<file path="config.mk">
export PLATFORM = sky130hd
export DESIGN_NAME = kmp_stream_matcher
export DESIGN_NICKNAME = d
export VERILOG_FILES = /design/src/hdl/kmp_pkg.sv /design/src/hdl/kmp_ram.sv /design/src/hdl/kmp_ctrl.sv /design/src/hdl/kmp_dpath.sv /design/src/hdl/kmp_stream_matcher.sv
export SDC_FILE = /design/constraint.sdc
export NUM_CORES = 1
export LEC_CHECK = 0
export BUFFER_PORTS_ARGS = -buffer_cell sky130_fd_sc_hd__buf_4
export CAP_MARGIN = 40
export CORE_MARGIN = 10
export CORE_UTILIZATION = 25
export DETAILED_ROUTE_END_ITERATION = 16
export HOLD_SLACK_MARGIN = 0.12
export PLACE_DENSITY = 0.42
export SKIP_LAST_GASP = 1
export SLEW_MARGIN = 30
export SYNTH_ARGS = -nofsm -noshare
export SYNTH_HDL_FRONTEND = slang
export SYNTH_SLANG_ARGS = --single-unit
</file>
<file path="constraint.sdc">
create_clock -name clk -period 5.4 [get_ports clk]
set_clock_uncertainty 0.1 [all_clocks]
set_input_delay 0.81 -clock clk [delete_from_list [all_inputs] [get_ports clk]]
set_output_delay 0.81 -clock clk [all_outputs]
set_load 0.005 [all_outputs]
</file>
<file path="src/hdl/kmp_pkg.sv">
// ----------------------------------------------------------------------------
// kmp_pkg
// Payload types, codes and controller/datapath interface of the matcher.
// ----------------------------------------------------------------------------
`default_nettype none

package kmp_pkg;

  typedef enum logic [1:0] {
    CMD_CLEAR   = 2'd0,
    CMD_PATTERN = 2'd1,
    CMD_TEXT    = 2'd2,
    CMD_END     = 2'd3
  } kmp_cmd_e;

  typedef enum logic [2:0] {
    ST_OK         = 3'd0,
    ST_NOT_FOUND  = 3'd1,
    ST_EMPTY_TEXT = 3'd2,
    ST_EMPTY_PAT  = 3'd3,
    ST_TOO_LONG   = 3'd4
  } kmp_status_e;

  localparam logic KIND_MATCH   = 1'b0;
  localparam logic KIND_SUMMARY = 1'b1;

  typedef struct packed {
    logic [1:0] command;
    logic [7:0] data_byte;
  } kmp_in_t;

  typedef struct packed {
    logic        result_kind;
    logic [31:0] match_position;
    logic [31:0] match_count;
    logic [2:0]  status;
    logic        last;
  } kmp_out_t;

  // Commands from the controller to the datapath.
  typedef struct packed {
    logic load;
    logic clear;
    logic drop;
    logic build_first;
    logic init_build;
    logic init_text;
    logic step;
    logic build_commit;
    logic text_commit;
    logic skip_text;
    logic tail_sel;
    logic emit_match;
    logic emit_sum;
  } kmp_ctrl_t;

  // Status from the datapath to the controller.
  typedef struct packed {
    kmp_cmd_e command;
    logic     full;
    logic     empty;
    logic     usable;
    logic     hit;
    logic     j_zero;
    logic     complete;
    logic     out_free;
  } kmp_stat_t;

endpackage

`default_nettype wire

</file>
<file path="src/hdl/kmp_ram.sv">
// ----------------------------------------------------------------------------
// kmp_ram
// Generic single-write, single-read RAM with registered read data.
// ----------------------------------------------------------------------------
`default_nettype none

module kmp_ram #(
  parameter int WIDTH = 8,
  parameter int DEPTH = 64
) (
  input  wire logic                                   clk,
  input  wire logic                                   we,
  input  wire logic [(DEPTH > 1 ? $clog2(DEPTH) : 1)-1:0] waddr,
  input  wire logic [WIDTH-1:0]                       wdata,
  input  wire logic [(DEPTH > 1 ? $clog2(DEPTH) : 1)-1:0] raddr,
  output logic      [WIDTH-1:0]                       rdata
);

  logic [WIDTH-1:0] mem [DEPTH];

  always_ff @(posedge clk) begin
    if (we) begin
      mem[waddr] <= wdata;
    end
    rdata <= mem[raddr];
  end

endmodule

`default_nettype wire

</file>
<file path="src/hdl/kmp_ctrl.sv">
// ----------------------------------------------------------------------------
// kmp_ctrl
// Sequencer: decodes each request and walks the failure links.
// ----------------------------------------------------------------------------
`default_nettype none

module kmp_ctrl import kmp_pkg::*; (
  input  wire logic      clk,
  input  wire logic      rst,
  input  wire logic      cmd_valid,
  output logic           cmd_ready,
  input  wire kmp_stat_t st,
  output kmp_ctrl_t      ctl
);

  typedef enum logic [6:0] {
    S_IDLE   = 7'b0000001,
    S_DECODE = 7'b0000010,
    S_READ   = 7'b0000100,
    S_CMP    = 7'b0001000,
    S_TAIL   = 7'b0010000,
    S_MATCH  = 7'b0100000,
    S_SUM    = 7'b1000000
  } state_t;

  state_t state, state_next;

  assign cmd_ready = (state == S_IDLE);

  always_ff @(posedge clk) begin
    if (rst) begin
      state <= S_IDLE;
    end else begin
      state <= state_next;
    end
  end

  always_comb begin
    ctl        = '0;
    state_next = state;
    case (state)
      S_IDLE: begin
        if (cmd_valid) begin
          ctl.load   = 1'b1;
          state_next = S_DECODE;
        end
      end
      S_DECODE: begin
        state_next = S_IDLE;
        case (st.command)
          CMD_CLEAR: begin
            ctl.clear = 1'b1;
          end
          CMD_PATTERN: begin
            if (st.full) begin
              ctl.drop = 1'b1;
            end else if (st.empty) begin
              ctl.build_first = 1'b1;
            end else begin
              ctl.init_build = 1'b1;
              state_next     = S_READ;
            end
          end
          CMD_TEXT: begin
            if (st.usable) begin
              ctl.init_text = 1'b1;
              state_next    = S_READ;
            end else begin
              ctl.skip_text = 1'b1;
            end
          end
          CMD_END: begin
            state_next = S_SUM;
          end
          default: begin
            state_next = S_IDLE;
          end
        endcase
      end
      S_READ: begin
        state_next = S_CMP;
      end
      S_CMP: begin
        // mismatch with a nonzero prefix: follow the failure link
        if (!st.hit && !st.j_zero) begin
          ctl.step   = 1'b1;
          state_next = S_READ;
        end else if (st.command == CMD_PATTERN) begin
          ctl.build_commit = 1'b1;
          state_next       = S_IDLE;
        end else if (st.complete) begin
          state_next = S_TAIL;
        end else begin
          ctl.text_commit = 1'b1;
          state_next      = S_IDLE;
        end
      end
      S_TAIL: begin
        ctl.tail_sel = 1'b1;
        state_next   = S_MATCH;
      end
      S_MATCH: begin
        ctl.tail_sel = 1'b1;
        if (st.out_free) begin
          ctl.emit_match = 1'b1;
          state_next     = S_IDLE;
        end
      end
      S_SUM: begin
        if (st.out_free) begin
          ctl.emit_sum = 1'b1;
          state_next   = S_IDLE;
        end
      end
      default: begin
        state_next = S_IDLE;
      end
    endcase
  end

endmodule

`default_nettype wire

</file>
<file path="src/hdl/kmp_dpath.sv">
// ----------------------------------------------------------------------------
// kmp_dpath
// Pattern and prefix memories, scan counters and the result register.
// ----------------------------------------------------------------------------
`default_nettype none

module kmp_dpath import kmp_pkg::*; #(
  parameter int MAX_PATTERN = 64
) (
  input  wire logic      clk,
  input  wire logic      rst,
  input  wire kmp_in_t   cmd_item,
  input  wire logic      cfg_we,
  input  wire logic      cfg_data,
  input  wire kmp_ctrl_t ctl,
  output kmp_stat_t      st,
  output logic           res_valid,
  input  wire logic      res_ready,
  output kmp_out_t       res_item
);

  localparam int AW = (MAX_PATTERN > 1) ? $clog2(MAX_PATTERN) : 1;
  localparam int LW = $clog2(MAX_PATTERN + 1);

  kmp_in_t        cmd;
  logic [LW-1:0]  plen;
  logic [AW-1:0]  blen;
  logic [AW-1:0]  mlen;
  logic [AW-1:0]  j;
  logic [31:0]    pos;
  logic [31:0]    cnt;
  logic           stopped;
  logic           ovf;
  logic           stop_first;

  logic [7:0]     pat_rd;
  logic [AW-1:0]  pre_rd;
  logic [AW-1:0]  pre_raddr;
  logic [AW-1:0]  jn;
  logic [AW-1:0]  pre_wdata;
  logic           ram_we;
  logic           hit;
  logic           restart;
  logic [31:0]    pos_inc;
  logic [31:0]    cnt_inc;
  logic [31:0]    start;
  kmp_status_e    sum_status;

  assign hit       = (pat_rd == cmd.data_byte);
  assign jn        = hit ? j + AW'(1) : j;
  assign pre_raddr = ctl.tail_sel ? j : ((j == '0) ? '0 : j - AW'(1));
  assign ram_we    = ctl.build_commit | ctl.build_first;
  assign pre_wdata = ctl.build_first ? '0 : jn;
  assign pos_inc   = (pos == 32'hFFFF_FFFF) ? pos : pos + 32'd1;
  assign cnt_inc   = (cnt == 32'hFFFF_FFFF) ? cnt : cnt + 32'd1;
  assign start     = pos - (32'(plen) - 32'd1);
  assign restart   = ctl.clear | ctl.drop | ctl.build_first | ctl.build_commit | ctl.emit_sum;

  kmp_ram #(.WIDTH(8), .DEPTH(MAX_PATTERN)) u_pat_ram (
    .clk   (clk),
    .we    (ram_we),
    .waddr (AW'(plen)),
    .wdata (cmd.data_byte),
    .raddr (j),
    .rdata (pat_rd)
  );

  kmp_ram #(.WIDTH(AW), .DEPTH(MAX_PATTERN)) u_pre_ram (
    .clk   (clk),
    .we    (ram_we),
    .waddr (AW'(plen)),
    .wdata (pre_wdata),
    .raddr (pre_raddr),
    .rdata (pre_rd)
  );

  always_comb begin
    if (pos == 32'd0) begin
      sum_status = ST_EMPTY_TEXT;
    end else if (plen == '0) begin
      sum_status = ST_EMPTY_PAT;
    end else if (ovf) begin
      sum_status = ST_TOO_LONG;
    end else if (cnt != 32'd0) begin
      sum_status = ST_OK;
    end else begin
      sum_status = ST_NOT_FOUND;
    end
  end

  always_comb begin
    st.command  = kmp_cmd_e'(cmd.command);
    st.full     = (plen == LW'(MAX_PATTERN));
    st.empty    = (plen == '0);
    st.usable   = (plen != '0) && !ovf && !stopped;
    st.hit      = hit;
    st.j_zero   = (j == '0);
    st.complete = hit && ((LW'(j) + LW'(1)) == plen);
    st.out_free = !res_valid || res_ready;
  end

  // control state
  always_ff @(posedge clk) begin
    if (rst) begin
      plen       <= '0;
      blen       <= '0;
      mlen       <= '0;
      pos        <= '0;
      cnt        <= '0;
      stopped    <= 1'b0;
      ovf        <= 1'b0;
      stop_first <= 1'b0;
      res_valid  <= 1'b0;
    end else begin
      if (cfg_we) begin
        stop_first <= cfg_data;
      end
      if (ctl.emit_match || ctl.emit_sum) begin
        res_valid <= 1'b1;
      end else if (res_valid && res_ready) begin
        res_valid <= 1'b0;
      end
      if (ctl.clear) begin
        plen <= '0;
        blen <= '0;
        ovf  <= 1'b0;
      end
      if (ctl.drop) begin
        ovf <= 1'b1;
      end
      if (ctl.build_first) begin
        blen <= '0;
        plen <= plen + LW'(1);
      end
      if (ctl.build_commit) begin
        blen <= jn;
        plen <= plen + LW'(1);
      end
      if (ctl.text_commit) begin
        mlen <= jn;
        pos  <= pos_inc;
      end
      if (ctl.skip_text) begin
        pos <= pos_inc;
      end
      if (ctl.emit_match) begin
        // resume from the border of the whole pattern
        mlen      <= pre_rd;
        pos       <= pos_inc;
        cnt       <= cnt_inc;
        if (stop_first) begin
          stopped <= 1'b1;
        end
      end
      if (restart) begin
        pos     <= '0;
        cnt     <= '0;
        mlen    <= '0;
        stopped <= 1'b0;
      end
    end
  end

  // payload
  always_ff @(posedge clk) begin
    if (ctl.load) begin
      cmd <= cmd_item;
    end
    if (ctl.init_build) begin
      j <= blen;
    end
    if (ctl.init_text) begin
      j <= mlen;
    end
    if (ctl.step) begin
      j <= pre_rd;
    end
    if (ctl.emit_match) begin
      res_item.result_kind    <= KIND_MATCH;
      res_item.match_position <= start;
      res_item.match_count    <= cnt_inc;
      res_item.status         <= ST_OK;
      res_item.last           <= 1'b1;
    end
    if (ctl.emit_sum) begin
      res_item.result_kind    <= KIND_SUMMARY;
      res_item.match_position <= 32'd0;
      res_item.match_count    <= cnt;
      res_item.status         <= sum_status;
      res_item.last           <= 1'b1;
    end
  end

endmodule

`default_nettype wire

</file>
<file path="src/hdl/kmp_stream_matcher.sv">
// ----------------------------------------------------------------------------
// kmp_stream_matcher
// Streaming Knuth-Morris-Pratt byte matcher with online prefix table build.
//
//   channel  | role   | handshake            | payload
//   ---------+--------+----------------------+----------------
//   cmd      | input  | cmd_valid/cmd_ready  | cmd_item  (kmp_in_t)
//   res      | output | res_valid/res_ready  | res_item  (kmp_out_t)
//   cfg      | input  | cfg_we, no wait      | cfg_data  (stop_at_first)
//
// One request at a time: accept and decode end clear, dropped and first pattern
// bytes and unusable text bytes. Other pattern and text bytes add the read and
// compare states for the first comparison and for each failure link, at most
// pattern length links; a match adds S_TAIL and S_MATCH, end of text S_SUM.
// A full result register holds only the emitting state, and with it the input.
// Reset (rst, synchronous) empties the pattern and clears all scan counters.
// ----------------------------------------------------------------------------
`default_nettype none

module kmp_stream_matcher import kmp_pkg::*; #(
  parameter int MAX_PATTERN = 64
) (
  input  wire logic    clk,
  input  wire logic    rst,
  input  wire logic    cmd_valid,
  output logic         cmd_ready,
  input  wire kmp_in_t cmd_item,
  output logic         res_valid,
  input  wire logic    res_ready,
  output kmp_out_t     res_item,
  input  wire logic    cfg_we,
  input  wire logic    cfg_data
);

  kmp_ctrl_t ctl;
  kmp_stat_t st;

  kmp_ctrl u_ctrl (
    .clk       (clk),
    .rst       (rst),
    .cmd_valid (cmd_valid),
    .cmd_ready (cmd_ready),
    .st        (st),
    .ctl       (ctl)
  );

  kmp_dpath #(.MAX_PATTERN(MAX_PATTERN)) u_dpath (
    .clk       (clk),
    .rst       (rst),
    .cmd_item  (cmd_item),
    .cfg_we    (cfg_we),
    .cfg_data  (cfg_data),
    .ctl       (ctl),
    .st        (st),
    .res_valid (res_valid),
    .res_ready (res_ready),
    .res_item  (res_item)
  );

endmodule

`default_nettype wire

</file>
# Word-level counts from Yosys, hierarchy flattened
# Memories as Yosys holds them, arrays and structs flattened. A register that Yosys moved wholly into a read port is not among the register bits.
# Index checks and enable logic that the tools add are counted.
# word_totals
mem_bits_rw	896
inputBits	16
out_inout_bits	71
word_cells	145
n_memories	2
reg_bits	178
# mem_list
name	words	word_bits	rd	rd_clocked_by_memory_dff	wr	line_no	rtl
u_dpath.u_pat_ram.mem	64	8	1	1	1	kmp_ram.sv:19	logic [WIDTH-1:0] mem [DEPTH];
u_dpath.u_pre_ram.mem	64	6	1	1	1	kmp_ram.sv:19	
# classes
reduce_logical	30
bitwise_logic	5
n_eq_ne	17
addsub	8
mux	66
# op_table
cell	count
32-bit 2-to-1 mux	5
36-bit 2-to-1 mux	2
6-bit 2-to-1 mux	12
32-bit by 1-bit adder with 32-bit output, second input constant	2
32-bit equality test, second input constant	2
7-bit 2-to-1 mux	7
7-bit one-hot mux with 6 select lines	1
32-bit zero test	1
32-bit nonzero test	1
32-bit subtractor	1
1-bit 2-to-1 mux	26
3-bit 2-to-1 mux	7
7-bit one-hot mux with 3 select lines	1
5-bit 2-to-1 mux	3
7-bit equality test, second input constant	2
3-bit nonzero test	3
8-bit equality test	1
2-bit nonzero test	4
7-bit by 1-bit subtractor with 8-bit output, second input constant	1
6-bit by 1-bit adder with 7-bit output, second input constant	1
7-bit by 1-bit adder with 7-bit output, second input constant	1
7-bit by 1-bit equality test with 1-bit output, second input constant	1
7-bit by 2-bit equality test with 1-bit output, second input constant	1
7-bit by 3-bit equality test with 1-bit output, second input constant	1
other kinds (21)	39

# Logic depth before layout (Yosys ltp)
# logic_depth
ltp_word	11
depth_mapped	17
depth_no_buf	14

# Hierarchy
# A second synthesis with hierarchy kept.
# hier_totals
cells_unflattened	2878
hier_area_um2	45901.5
# by_module_without_submodules
mod	area_each_um2	cells_each	seq_area_each_um2	n_inst
kmp_ram at u_dpath.u_pat_ram	20166.8	940	15534.9	1
kmp_ram at u_dpath.u_pre_ram	15225.9	720	11651.2	1
kmp_dpath	9889.5	1144	3933.8	1
kmp_ctrl	619.3	74	140.1	1

# Worst setup path before layout
# Ideal clock, no wire load.
# synth_path
kind	reg-to-reg
startpoint	register u_dpath.j[0]
endpoint	memory u_dpath.u_pre_ram.mem[0][1] (netlist bit), data pin
path_stages_with_launch	9
t_arrival_ns	3.814
path_buffers	3
setup_slack_ns	0.971
setup_time_ns	0.515
period_less_slack_ns	4.429
required_ns	4.785
path_cell_list	edfxtp_1 > clkbuf_1 > clkbuf_1 > buf_1 > inv_1 > ha_1 > nand2_1 > o21ai_0 > nor2b_1
# synth_via
elab_chain_cells	3
# synth_lines
item	line_no	rtl
start, declared	kmp_dpath.sv:29	logic [AW-1:0] j;
start signal, assigned	kmp_dpath.sv:170	j <= blen;
start signal, assigned	kmp_dpath.sv:173	j <= mlen;
start signal, assigned	kmp_dpath.sv:176	j <= pre_rd;
6-bit by 1-bit adder with 6-bit output	kmp_dpath.sv:50	assign jn = hit ? j + AW'(1) : j;
6-bit 2-to-1 mux	kmp_dpath.sv:50	
6-bit 2-to-1 mux	kmp_dpath.sv:53	assign pre_wdata = ctl.build_first ? '0 : jn;
named net u_dpath.pre_wdata[1]	kmp_dpath.sv:40	logic [AW-1:0] pre_wdata;
end, declared	kmp_ram.sv:19	
# The timed path passes the listed nets, and every way through them passes these cells.

# Worst setup path after layout
# layout_path
startpoint	register u_ctrl.state[0]
endpoint	register u_dpath.u_pre_ram.rdata[1] (read register of u_dpath.u_pre_ram.mem)
# layout_via
elab_chain_cells	4
word_cells_on_any_way	5
cone_classes	2 x eq/ne; 2 x mux; 1 x reduce/logical
# layout_lines
item	line_no	rtl
start, declared	kmp_ctrl.sv:26	state_t state, state_next;
start signal, assigned	kmp_ctrl.sv:34	state <= state_next;
7-bit by 5-bit equality test with 1-bit output / 7-bit by 6-bit equality test with 1-bit output (equally long branches)	kmp_ctrl.sv:41	case (state)
2-bit OR reduction (no source line) *	-	
1-bit 2-to-1 mux *	kmp_ctrl.sv:41	
6-bit 2-to-1 mux *	kmp_dpath.sv:51	assign pre_raddr = ctl.tail_sel ? j : ((j == '0) ? '0 : j - AW'(1));
end, declared	kmp_ram.sv:16	output logic [WIDTH-1:0] rdata
# Every way passes the cells marked *; elsewhere a longest branch is shown, timed or not.
# A chain may end at the register's enable or synchronous reset.

==> impl_metrics.yaml <==
yosys:
  ys_dominant_reg_cell: "edfxtp_1"
  synthArstFlopShare: 0
  synth_enable_flop_cells: 947
  ys_types: 73
  syn_avg_cell_area_um2: 14.6
  netlist_instances: 3095
  ys_ff_latch: 1088
  syn_nets: 3153
  yosys_warnings: 0
  yosysSeqAreaShare: 0.694
  syn_area_mm2: 0.0451
route:
  drt-total-wl_mm: 135
  dr.first_iter.drc_count: 2237
  first_pass_iters: 6
  post_drt_wl_per_cell_um: 23.5
  viasPerCell: 4.68
  drcViolationCount: 0
  drtAntennaViolNets: 0
  routed-via-count: 27000
die:
  fp.dieW_um: 445
  io-pin-count: 87
  dieHeight_um: 445
  core_mm2: 0.179
  start_util: 0.252
  rows: 155
  dieArea_mm2: 0.198
timing:
  whs_ns: 0.291
  period_minus_slack_ns: 4.51
  relSlewSlack: 0.424
  setup_tns_ns: 0
  finalMaxSlewViolations: 0
  hold_viol: 0
  fmax_mhz: 222
  setup_viol_count_final: 0
  tightest_slew_ns: 0.864
  rsz0062_at_grt: "false"
  min_period_over_period: 0.836
power:
  p_switching_mw: 3.67
  power.density_mw_per_mm2: 323
  leakage_nw: 17.9
  power_frac_clock: 0.458
  vdd_drop_max_v: 0.000275
  combinationalPowerShare: 0.013
  pwr-share-seq: 0.529
  p_int_mw: 13.6
  swShare: 0.213
clock_tree:
  clockBufferDepth: 3
  cts-root-buf: "clkbuf_16"
  holdBufCountCts: 10
  cts_setup_buffers: 0
  cts_htree_levels: 3
  cts.sinks: 1088
  post_cts_resized: 0
  clk_latency_ns: 0.76
  numCtsBuffers: 115
  cts_tree: "yes"
  path_clk_slew_ns: 0.06
cells_and_area:
  postLayoutCellArea_mm2: 0.0534
  drive_above_1_share: 0.181
  nets: 3368
  area.growth.synth_to_final_pct: 18.5
global_route:
  use_met3: 0.0209
  grt_pass1_wl_mm: 197
  grt.busiest_layer: "met2"
  grt_usage: 0.133
  grt_max_degree: 111
  antenna_found_initial: 10
  grt_pass1_vias: 26700
  grt_use_met2: 0.219
  grt_overflow_total: 0
  grt_use_met1: 0.183
worst_setup_path:
  worst_setup_path_start_kind: "flop"
  crit_path_max_fanout: 46
  worstPathRequired_ns: 5.91
  r2r_slack_ns: 0.89
  critPathArrivalTime_ns: 5.03
  cp-end-kind: "flop"
  path_class: "flop to flop"
outcome:
  status: "complete, no violations"
placement:
  port-buffer-count: 85
  placed_cell_area_mm2: 0.0495
  place.gp.congestion: 0.782
  place.detailed.hpwl_mm: 85.2
flow_run:
  cap_violations: 0
min_path:
  hold_class: "primary input to flop"
cell usage in the layout, fill, tap and decap left out, types with 44 or more instances in the layout:
cell         n
nor2_1     199
and3_1      58
xor2_1      44
nand2_1    480
nand3_1    176
buf_4      234
dfxtp_1    141
mux4_2     168
o21ai_0     76
a21oi_1     85
clkbuf_16  115
edfxtp_1   947
xnor2_1     73
synth_stat cells, types with 10 or more instances:
library cell / instances / area, um2
a21oi_1: 86 / 430
o32ai_1: 10 / 87.6
clkbuf_1: 92 / 345
nand2_1: 481 / 1810
nand3_1: 176 / 881
inv_1: 36 / 135
dfxtp_1: 141 / 2820
or3_1: 32 / 200
nor4_1: 20 / 125
xnor2_1: 73 / 639
nand4_1: 27 / 169
nor2_1: 202 / 758
a211oi_1: 14 / 105
o21ai_0: 76 / 380
nor3_1: 29 / 145
nor3b_1: 11 / 82.6
buf_2: 42 / 210
a311oi_1: 31 / 272
a21o_1: 18 / 135
a32oi_1: 11 / 96.3
ha_1: 41 / 513
edfxtp_1: 947 / 28400
and2_1: 10 / 62.6
mux2i_1: 29 / 290
a31oi_1: 26 / 163
buf_1: 27 / 101
nor2b_1: 15 / 93.8
mux4_2: 168 / 3780
and3_1: 58 / 363
xor2_1: 44 / 385
worst paths after layout:
path,start,to,cells past startpoint
worst max register to register,u_ctrl.state[0],u_dpath.u_pre_ram.rdata[1],10
worst min-delay path,cfg_data,u_dpath.stop_first,3
worst min register to register,u_dpath.res_item[53],u_dpath.res_item[53],2
worst max-delay path,u_ctrl.state[0],u_dpath.u_pre_ram.rdata[1],10
critical path, cell delays in order (launching register included):
cell and delay, ns:
dfxtp_1 0.33, or4_1 0.64, nor3_4 0.60, mux2i_4 0.74, buf_12 0.34, mux2i_1 0.25
mux2_1 0.15, o32ai_1 0.10, a221oi_1 0.55, o32ai_1 0.21, a221o_1 0.31
per-stage QoR:
| stage | util | setup slack (ns) | instances | total power, mW |
|---|---|---|---|---|
| final | 0.299 | 0.887 | 5767 | 17.3 |
| after global routing | 0.299 | 0.710 | 5765 | 17.8 |
| after CTS | 0.298 | 0.924 | 5760 | 17.5 |
| after detailed placement | 0.277 | 0.946 | 5534 | 9.54 |
| after global placement | 0.276 | 0.951 | 5530 | 9.54 |
| after floorplan | - | 0.971 | 3095 | 9.40 |
registers in the layout (all words and copies together), names as in the netlist, 2 cells and up:
| name | flops |
|---|---|
| u_ctrl.state | 7 |
| u_dpath.blen | 6 |
| u_dpath.cmd | 8 |
| u_dpath.cnt | 32 |
| u_dpath.j | 6 |
| u_dpath.mlen | 6 |
| u_dpath.plen | 7 |
| u_dpath.pos | 32 |
| u_dpath.res_item | 68 |
| u_dpath.st | 2 |
| u_dpath.u_pat_ram.mem | 512 |
| u_dpath.u_pat_ram.rdata | 8 |
| u_dpath.u_pre_ram.mem | 384 |
| u_dpath.u_pre_ram.rdata | 6 |
cell families after synthesis:
family / Yosys count / synth area share
and+or+nand+nor: 1109 / 0.113
DFF: 1088 / 0.694
AOI/OAI and AO/OA: 330 / 0.0479
muxes: 207 / 0.0929
buffers and inverters: 201 / 0.0182
xor gates and xnor gates: 117 / 0.0227
adders and majority gates: 42 / 0.0118
other: 1 / 0.0000832
power by group through the flow:
| stage | sequential [mW] | clock [mW] | combinational, mW |
|---|---|---|---|
| finish | 9.14 | 7.91 | 0.217 |
| global route | 9.13 | 8.45 | 0.239 |
| CTS | 9.14 | 8.12 | 0.225 |
| detailed placement | 9.32 | 0 | 0.218 |
| global placement | 9.32 | 0 | 0.217 |
| floorplan | 9.35 | 0 | 0.0561 |
layout make-up:
type,instances,area (um2)
clock inverter,73,699
clock buffer,143,3030
timing repair buffer,262,2230
fill,17900,125000
sequential,1088,31300
tap,2355,2950
multi-input combinational,1806,13100
antenna,3,7.51
inverter,37,139
per-layer routing:
| metal | share of wire | vias to the layer above |
|---|---|---|
| li1 | - | 12200 |
| met1 | 0.46 | 14000 |
| met2 | 0.48 | 583 |
| met3 | 0.044 | 168 |
| met4 | 0.021 | 0 |
| met5 | 0 | - |
No activity file was read; power rests on OpenSTA's default activity.
